$ cat src/sv/i2ra_pkg.sv
// Shared types, constants and helpers for the integer to radix ASCII converter.
// Used by the controller, datapath and core modules; depends on nothing.
package i2ra_pkg;

  localparam int VALUE_WIDTH_DEF = 32;
  localparam int IN_VALUE_W      = 32;
  localparam int BASE_W          = 5;
  localparam int CHAR_W          = 8;
  localparam int DIGIT_W         = 4;
  localparam int STEP_BITS       = 8;

  localparam logic [BASE_W-1:0] MIN_RADIX     = 5'd2;
  localparam logic [BASE_W-1:0] MAX_RADIX     = 5'd16;
  localparam logic [BASE_W-1:0] DEFAULT_RADIX = 5'd10;

  localparam logic [CHAR_W-1:0] ASCII_MINUS   = 8'h2D;
  localparam logic [CHAR_W-1:0] ASCII_ZERO    = 8'h30;
  localparam logic [CHAR_W-1:0] ASCII_NINE    = 8'h39;
  localparam logic [CHAR_W-1:0] ASCII_UPPER_A = 8'h41;
  localparam logic [CHAR_W-1:0] ASCII_UPPER_F = 8'h46;
  localparam logic [CHAR_W-1:0] ALPHA_OFFSET  = 8'd55;
  localparam logic [DIGIT_W-1:0] DECIMAL_DIGITS = 4'd10;

  typedef struct packed {
    logic signed [IN_VALUE_W-1:0] value;
    logic [BASE_W-1:0]            base;
  } in_req_t;

  typedef struct packed {
    logic [CHAR_W-1:0] character;
    logic              last;
  } out_rsp_t;

  typedef struct packed {
    logic load;
    logic step;
    logic last_step;
    logic prime;
    logic emit;
  } ctl_cmd_t;

  typedef struct packed {
    logic quot_zero;
    logic last_idx;
  } dp_status_t;

  function automatic logic [CHAR_W-1:0] digit_to_ascii(input logic [DIGIT_W-1:0] d);
    logic [CHAR_W-1:0] ext;
    ext = CHAR_W'(d);
    if (d < DECIMAL_DIGITS) begin
      return ASCII_ZERO + ext;
    end else begin
      return ext + ALPHA_OFFSET;
    end
  endfunction

endpackage

$ cat src/sv/i2ra_ram.sv
// Generic single-write, single-read RAM with registered read data.
// Standalone; used by the datapath as the digit buffer.
module i2ra_ram #(
  parameter int WIDTH = 4,
  parameter int DEPTH = 32
) (
  input  logic                     clk,
  input  logic                     we,
  input  logic [$clog2(DEPTH)-1:0] waddr,
  input  logic [WIDTH-1:0]         wdata,
  input  logic [$clog2(DEPTH)-1:0] raddr,
  output logic [WIDTH-1:0]         rdata
);

  logic [WIDTH-1:0] mem [DEPTH];
  logic [WIDTH-1:0] rdata_r;

  always_ff @(posedge clk) begin
    if (we) begin
      mem[waddr] <= wdata;
    end
    rdata_r <= mem[raddr];
  end

  assign rdata = rdata_r;

endmodule

$ cat src/sv/i2ra_ctrl.sv
// Controller state machine: sequences load, digit division, and character output.
// Depends on i2ra_pkg for the command and status structs.
module i2ra_ctrl #(
  parameter int VALUE_WIDTH = i2ra_pkg::VALUE_WIDTH_DEF
) (
  input  logic                  clk,
  input  logic                  rst_n,
  input  logic                  start,
  output logic                  busy,
  input  i2ra_pkg::dp_status_t  status,
  output i2ra_pkg::ctl_cmd_t    cmd
);
  import i2ra_pkg::*;

  localparam int STEPS  = (VALUE_WIDTH + STEP_BITS - 1) / STEP_BITS;
  localparam int STEP_W = (STEPS > 1) ? $clog2(STEPS) : 1;
  localparam logic [STEP_W-1:0] LAST_STEP = STEP_W'(STEPS - 1);

  typedef enum logic [3:0] {
    ST_IDLE  = 4'b0001,
    ST_DIV   = 4'b0010,
    ST_PRIME = 4'b0100,
    ST_EMIT  = 4'b1000
  } state_t;

  state_t            state_r, state_nxt;
  logic [STEP_W-1:0] step_cnt_r, step_cnt_nxt;

  always_comb begin
    state_nxt    = state_r;
    step_cnt_nxt = step_cnt_r;
    cmd          = '0;
    case (state_r)
      ST_IDLE: begin
        if (start) begin
          cmd.load     = 1'b1;
          step_cnt_nxt = '0;
          state_nxt    = ST_DIV;
        end
      end
      ST_DIV: begin
        cmd.step      = 1'b1;
        cmd.last_step = (step_cnt_r == LAST_STEP);
        if (step_cnt_r == LAST_STEP) begin
          step_cnt_nxt = '0;
          if (status.quot_zero) begin
            state_nxt = ST_PRIME;
          end
        end else begin
          step_cnt_nxt = step_cnt_r + 1'b1;
        end
      end
      ST_PRIME: begin
        cmd.prime = 1'b1;
        state_nxt = ST_EMIT;
      end
      ST_EMIT: begin
        cmd.emit = 1'b1;
        if (status.last_idx) begin
          state_nxt = ST_IDLE;
        end
      end
      default: begin
        state_nxt = ST_IDLE;
      end
    endcase
  end

  always_ff @(posedge clk) begin
    if (!rst_n) begin
      state_r    <= ST_IDLE;
      step_cnt_r <= '0;
    end else begin
      state_r    <= state_nxt;
      step_cnt_r <= step_cnt_nxt;
    end
  end

  assign busy = (state_r != ST_IDLE);

endmodule

$ cat src/sv/i2ra_dpath.sv
// Datapath: magnitude and radix setup, shared 8-bit-per-cycle divider,
// digit buffer and output register. Depends on i2ra_pkg and i2ra_ram.
module i2ra_dpath #(
  parameter int VALUE_WIDTH = i2ra_pkg::VALUE_WIDTH_DEF
) (
  input  logic                  clk,
  input  logic                  rst_n,
  input  i2ra_pkg::in_req_t     in_req,
  input  i2ra_pkg::ctl_cmd_t    cmd,
  output i2ra_pkg::dp_status_t  status,
  output logic                  out_valid,
  output i2ra_pkg::out_rsp_t    out_rsp
);
  import i2ra_pkg::*;

  localparam int STEPS  = (VALUE_WIDTH + STEP_BITS - 1) / STEP_BITS;
  localparam int PAD_W  = STEPS * STEP_BITS;
  localparam int ADDR_W = $clog2(VALUE_WIDTH);
  localparam int CNT_W  = $clog2(VALUE_WIDTH + 1);

  logic [VALUE_WIDTH-1:0] raw;
  logic [VALUE_WIDTH-1:0] mag;
  logic [BASE_W-1:0]      radix_sel;

  logic [PAD_W-1:0]   div_r, div_nxt, div_step;
  logic [DIGIT_W-1:0] rem_r, rem_nxt, rem_step;
  logic [BASE_W-1:0]  radix_r, radix_nxt;
  logic               neg_r, neg_nxt;
  logic [CNT_W-1:0]   ndig_r, ndig_nxt;
  logic [ADDR_W-1:0]  rd_idx_r, rd_idx_nxt;
  logic               out_valid_r, out_valid_nxt;
  out_rsp_t           out_rsp_r, out_rsp_nxt;

  logic               ram_we;
  logic [ADDR_W-1:0]  ram_raddr;
  logic [DIGIT_W-1:0] ram_rdata;

  if (VALUE_WIDTH <= IN_VALUE_W) begin : g_trunc
    assign raw = in_req.value[VALUE_WIDTH-1:0];
  end else begin : g_sext
    assign raw = {{(VALUE_WIDTH - IN_VALUE_W){in_req.value[IN_VALUE_W-1]}}, in_req.value};
  end

  // The most negative value negates to itself, which is its correct unsigned magnitude.
  assign mag = raw[VALUE_WIDTH-1] ? ((~raw) + {{(VALUE_WIDTH-1){1'b0}}, 1'b1}) : raw;
  assign radix_sel = ((in_req.base < MIN_RADIX) || (in_req.base > MAX_RADIX)) ?
                     DEFAULT_RADIX : in_req.base;

  // Restoring division of the top byte of the dividend by the radix.
  always_comb begin : div_c
    logic [DIGIT_W:0]     t;
    logic [DIGIT_W-1:0]   r;
    logic [STEP_BITS-1:0] q;
    r = rem_r;
    q = '0;
    t = '0;
    for (int i = 0; i < STEP_BITS; i++) begin
      t = {r, div_r[PAD_W-1-i]};
      if (t >= radix_r) begin
        r = DIGIT_W'(t - radix_r);
        q[STEP_BITS-1-i] = 1'b1;
      end else begin
        r = t[DIGIT_W-1:0];
      end
    end
    rem_step = r;
    div_step = (div_r << STEP_BITS) | PAD_W'(q);
  end

  assign status.quot_zero = (div_step == '0);
  assign status.last_idx  = (rd_idx_r == '0);

  always_comb begin
    div_nxt    = div_r;
    rem_nxt    = rem_r;
    radix_nxt  = radix_r;
    neg_nxt    = neg_r;
    ndig_nxt   = ndig_r;
    rd_idx_nxt = rd_idx_r;
    if (cmd.load) begin
      div_nxt   = PAD_W'(mag);
      rem_nxt   = '0;
      radix_nxt = radix_sel;
      neg_nxt   = raw[VALUE_WIDTH-1];
      ndig_nxt  = '0;
    end
    if (cmd.step) begin
      div_nxt = div_step;
      if (cmd.last_step) begin
        rem_nxt  = '0;
        ndig_nxt = ndig_r + 1'b1;
      end else begin
        rem_nxt = rem_step;
      end
    end
    if (cmd.prime || cmd.emit) begin
      rd_idx_nxt = ram_raddr;
    end
  end

  assign ram_we    = cmd.step & cmd.last_step;
  assign ram_raddr = cmd.prime ? ADDR_W'(ndig_r - 1'b1) : (rd_idx_r - 1'b1);

  i2ra_ram #(
    .WIDTH (DIGIT_W),
    .DEPTH (VALUE_WIDTH)
  ) u_digits (
    .clk   (clk),
    .we    (ram_we),
    .waddr (ndig_r[ADDR_W-1:0]),
    .wdata (rem_step),
    .raddr (ram_raddr),
    .rdata (ram_rdata)
  );

  assign out_valid_nxt         = (cmd.prime & neg_r) | cmd.emit;
  assign out_rsp_nxt.character = cmd.emit ? digit_to_ascii(ram_rdata) : ASCII_MINUS;
  assign out_rsp_nxt.last      = cmd.emit & (rd_idx_r == '0);

  always_ff @(posedge clk) begin
    if (!rst_n) begin
      out_valid_r <= 1'b0;
    end else begin
      out_valid_r <= out_valid_nxt;
    end
  end

  always_ff @(posedge clk) begin
    div_r     <= div_nxt;
    rem_r     <= rem_nxt;
    radix_r   <= radix_nxt;
    neg_r     <= neg_nxt;
    ndig_r    <= ndig_nxt;
    rd_idx_r  <= rd_idx_nxt;
    out_rsp_r <= out_rsp_nxt;
  end

  assign out_valid = out_valid_r;
  assign out_rsp   = out_rsp_r;

endmodule

$ cat src/sv/integer_to_radix_ascii_core.sv
// Converts a signed integer to ASCII digits in radix 2..16 (decimal for any other base),
// most significant character first, with a minus sign for negative values. A request is
// taken when start is high and busy is low. Characters then come one per cycle on out_rsp
// with out_valid high for exactly one cycle each; the receiver cannot stall them, so it
// must take every strobed character. For each digit the shared divider retires 8 dividend
// bits a cycle across the whole zero-padded dividend, W = VALUE_WIDTH bits rounded up to
// whole bytes, and the digits then stream out of a W-entry buffer.
// Depends on i2ra_pkg, i2ra_ctrl, i2ra_dpath and i2ra_ram.
module integer_to_radix_ascii_core #(
  parameter int VALUE_WIDTH = i2ra_pkg::VALUE_WIDTH_DEF
) (
  input  logic               clk,
  input  logic               rst_n,
  input  logic               start,
  output logic               busy,
  input  i2ra_pkg::in_req_t  in_req,
  output logic               out_valid,
  output i2ra_pkg::out_rsp_t out_rsp
);
  import i2ra_pkg::*;

  ctl_cmd_t   cmd;
  dp_status_t status;

  i2ra_ctrl #(
    .VALUE_WIDTH (VALUE_WIDTH)
  ) u_ctrl (
    .clk    (clk),
    .rst_n  (rst_n),
    .start  (start),
    .busy   (busy),
    .status (status),
    .cmd    (cmd)
  );

  i2ra_dpath #(
    .VALUE_WIDTH (VALUE_WIDTH)
  ) u_dpath (
    .clk       (clk),
    .rst_n     (rst_n),
    .in_req    (in_req),
    .cmd       (cmd),
    .status    (status),
    .out_valid (out_valid),
    .out_rsp   (out_rsp)
  );

`ifndef SYNTHESIS
  a_accept_busy: assert property (@(posedge clk) disable iff (!rst_n)
    start && !busy |=> busy)
    else $error("busy did not rise after an accepted request");

  a_last_gap: assert property (@(posedge clk) disable iff (!rst_n)
    out_valid && out_rsp.last |=> !out_valid)
    else $error("character strobed right after the last one");

  a_char_legal: assert property (@(posedge clk) disable iff (!rst_n)
    out_valid |-> (out_rsp.character == ASCII_MINUS) ||
                  ((out_rsp.character >= ASCII_ZERO) && (out_rsp.character <= ASCII_NINE)) ||
                  ((out_rsp.character >= ASCII_UPPER_A) && (out_rsp.character <= ASCII_UPPER_F)))
    else $error("illegal output character");

  a_minus_not_last: assert property (@(posedge clk) disable iff (!rst_n)
    out_valid && (out_rsp.character == ASCII_MINUS) |-> !out_rsp.last)
    else $error("minus sign flagged as last character");

  a_done_with_last: assert property (@(posedge clk) disable iff (!rst_n)
    $past(rst_n) && $fell(busy) |-> out_valid && out_rsp.last)
    else $error("request finished without a last character");
`endif

endmodule
$ cat config.mk
export PLATFORM = sky130hd
export DESIGN_NAME = integer_to_radix_ascii_core
export DESIGN_NICKNAME = d
export VERILOG_FILES = /design/src/sv/i2ra_pkg.sv /design/src/sv/i2ra_ram.sv /design/src/sv/i2ra_ctrl.sv /design/src/sv/i2ra_dpath.sv /design/src/sv/integer_to_radix_ascii_core.sv
export SDC_FILE = /design/constraint.sdc
export NUM_CORES = 1
export LEC_CHECK = 0
export BUFFER_PORTS_ARGS = -buffer_cell sky130_fd_sc_hd__buf_4
export CORE_ASPECT_RATIO = 0.6
export CORE_UTILIZATION = 48
export CTS_CLUSTER_DIAMETER = 120
export CTS_CLUSTER_SIZE = 25
export DETAILED_ROUTE_END_ITERATION = 16
export PLACE_DENSITY = 0.76
export SLEW_MARGIN = 20
export SYNTH_ARGS = -nofsm -noshare
export SYNTH_HDL_FRONTEND = slang
export SYNTH_SLANG_ARGS = --single-unit
$ cat constraint.sdc
create_clock -name clk -period 14 [get_ports clk]
set_input_delay 0.7 -clock clk [delete_from_list [all_inputs] [get_ports clk]]
set_output_delay 0.7 -clock clk [all_outputs]
set_load 0.1 [all_outputs]
==> run summary <==
status -> finished, final reports clean
largest net degree at the start of global routing -> 54
starting DRC count in detailed routing -> 840
post-route cell area -> 0.01206 sq mm
most used cell, CP -> ha_1
highest routed metal layer -> met4
Async S/R FF share, synth -> 0%
Antenna diodes -> 0
GPL Wtd Cong -> 0.9467
Hold WC Path Type -> register to register
crit end category -> register
post-route minimum period -> 12.98 ns
die area -> 0.02308 sq mm
hold path startpoint -> u_ctrl.step_cnt_r[1]$_SDFFE_PN0P_
global-route wire length before repair -> 39,880 um
Clock Path Buffers -> 2
max frequency -> 77.05 MHz
Final nets -> 1,028
Worst-Margin Slew -> 0.9937 ns
GR Overflow Total -> 0
vias per inst -> 6.005
Max Transition Viols Final -> 0
post-synth cell types -> 74
initial antenna violation count -> 0
startpoint types -> register
DRT Pass-1 Iters -> 7
CP Data Arrival Time -> 13.29 ns
top-area cell type share of the netlist area -> 48.75%
Initial Util -> 48.96%
dpl hpwl -> 17,870 um
I/O pins -> 51
DRC violations left -> 0
TritonCTS clock tree -> yes
largest area contributor in the netlist -> edfxtp_1
final setup fails -> 0
Final ANT Viol Nets -> 0
H-tree Lvls -> 4
final worst-path cycle share -> 92.71%
Num CTS Buffers -> 17
Post-synth top cells -> edfxtp_1 (175), nand2_1 (74), nor2_1 (57)
Die Ht -> 118.1 um
Worst Skew -> 0.01426 ns
Seq cells post-synth -> 199
Clock Root Buffer -> clkbuf_16
DRT Wirelength -> 25,300 um
met3 routed WL -> 2660 um
Hold Vio Cnt, Final -> 0
TNS Setup -> 0 ns
Yosys warnings -> 0
Metal-1 WL -> 12,690 um
top cells by area, synth -> edfxtp_1 (49%), ha_1 (5.6%), dfxtp_1 (4.5%)
slowest stage delay, CP -> 0.67 ns
Avg WL per Cell -> 20.55 um
Slowest cell on crit path -> edfxtp_1
clk_lat worst skew -> 0.44 ns
Placed Area -> 0.01144 sq mm
number of global-route vias before repair -> 6,891
Area Growth Syn to Fin -> 11.90%
EDFF count, synth -> 175
sequential fraction of the synthesis area -> 53.20%
FP Rows -> 42
Primary FF master, synth -> edfxtp_1
Worst Setup SP -> u_dpath.radix_r[1]$_SDFFCE_PP1P_
GRT Total Usage -> 22.94%
critical setup path kind -> register to register
share of cells above drive strength 1 -> 16.61%
synthesized instance count -> 889
Die Wd -> 195.5 um
post-synth net total -> 985
most common cell in the netlist -> edfxtp_1
Rel. slew slack -> 33.75%
clock sinks -> 199
Cell Area, Synth -> 0.01078 sq mm
RSZ-0062 raised after global routing -> no
CP Max Fanout -> 10
wire length on met2 -> 9738 um
Core Area -> 0.02202 sq mm
Clock transition at path regs -> 0.08 ns
Mapped Avg Cell Area -> 12.13 sq um
routed vias -> 7,392
max_cap viols -> 0
Critical Path RT -> 14.31 ns
RR Startpoint -> u_dpath.radix_r[1]$_SDFFCE_PP1P_
PortBufs -> 49
## metrics by stage
stage / hold slack [ns] / util (%) / std cells / worst slack, ns
after floorplan: 0.4581 / - / 889 / 2.156
after global placement: 0.4686 / 51.96 / 1198 / 1.392
after detailed placement: 0.4868 / 51.96 / 1198 / 0.8582
after CTS: 0.4991 / 54.70 / 1230 / 0.8234
after global routing: 0.5398 / 54.78 / 1231 / 0.07030
final: 0.5046 / 54.78 / 1231 / 1.021
## cells in the final DEF (no fill, tap or decap), types with 18 or more instances in the layout
master    synthesis  layout
dfxtp_1          24      24
buf_4             2      56
o21ai_0          50      50
ha_1             48      48
edfxtp_1        175     175
xor2_1           34      34
inv_1            42      42
nor2_1           57      57
xnor2_1          18      18
mux2i_1          34      33
a21oi_1          40      38
nand2_1          74      74
mux4_2           21      21
## worst max-delay path: cells and delay by family (launching register included)
| family | cells | cell delay, ns |
|---|---|---|
| buffers and inverters | 5 | 0.70 |
| adder cells (fa/ha/maj) | 8 | 2.51 |
| AND/OR/NAND/NOR | 2 | 1.09 |
| flip-flops | 1 | 0.67 |
| AO/OA/AOI/OAI | 24 | 5.58 |
| multiplexers | 6 | 2.31 |
## per-layer routing
layer	global-route usage (%)	vias to the layer above
li1	-	3458
met1	38.62	3575
met3	5.989	17
met4	5.315	0
met2	28.19	342
met5	0	-
## cell families (layout without fill, tap and decap cells)
logic type	after synthesis	after routing	synth area share, %
AND/OR/NAND/NOR	240	240	11.62
flip-flops	199	199	53.20
AO/OA/AOI/OAI	191	191	11.40
buffers and inverters	77	133	2.936
multiplexers	73	73	9.529
adder cells (fa/ha/maj)	56	56	7.057
XOR/XNOR	52	52	4.225
other	1	1	0.03479
## final timing paths
kind / cells past startpoint / endpoint / slack [ns]
setup / recovery: 45 / u_ctrl.state_r[1]$_SDFFE_PN0P_ / 1.02
hold / removal: 2 / u_ctrl.step_cnt_r[1]$_SDFFE_PN0P_ / 0.50
setup reg to reg: 45 / u_ctrl.state_r[1]$_SDFFE_PN0P_ / 1.02
hold reg to reg: 2 / u_ctrl.step_cnt_r[1]$_SDFFE_PN0P_ / 0.50
## flip-flops by register name, indices dropped and copies added (netlist names), 5 cells and up
register and count:
u_dpath.radix_r 5, u_dpath.rd_idx_r 5, u_dpath.div_r 32, u_dpath.u_digits.mem 128, u_dpath.ndig_r 5, u_dpath.out_rsp 8
## area by class of cell
cell class / instances / area, sq um
Inverter: 44 / 165.2
Clock buffer: 17 / 425.4
Fill cell: 1761 / 9956
Clock inverter: 15 / 177.7
Sequential cell: 199 / 5736
Tap cell: 286 / 357.8
Multi-Input combinational cell: 613 / 4770
Timing Repair Buffer: 57 / 431.7
## repair_timing
action | CTS | global route
hold buffers | 0 | 0
setup buffers | 0 | 0
setup endpoints to repair | 0 | 122
resized for setup | 0 | 2
Power is left out: the tool's default activity adds up to more than one toggle a clock period on the data nets, which glitch-free logic cannot reach.
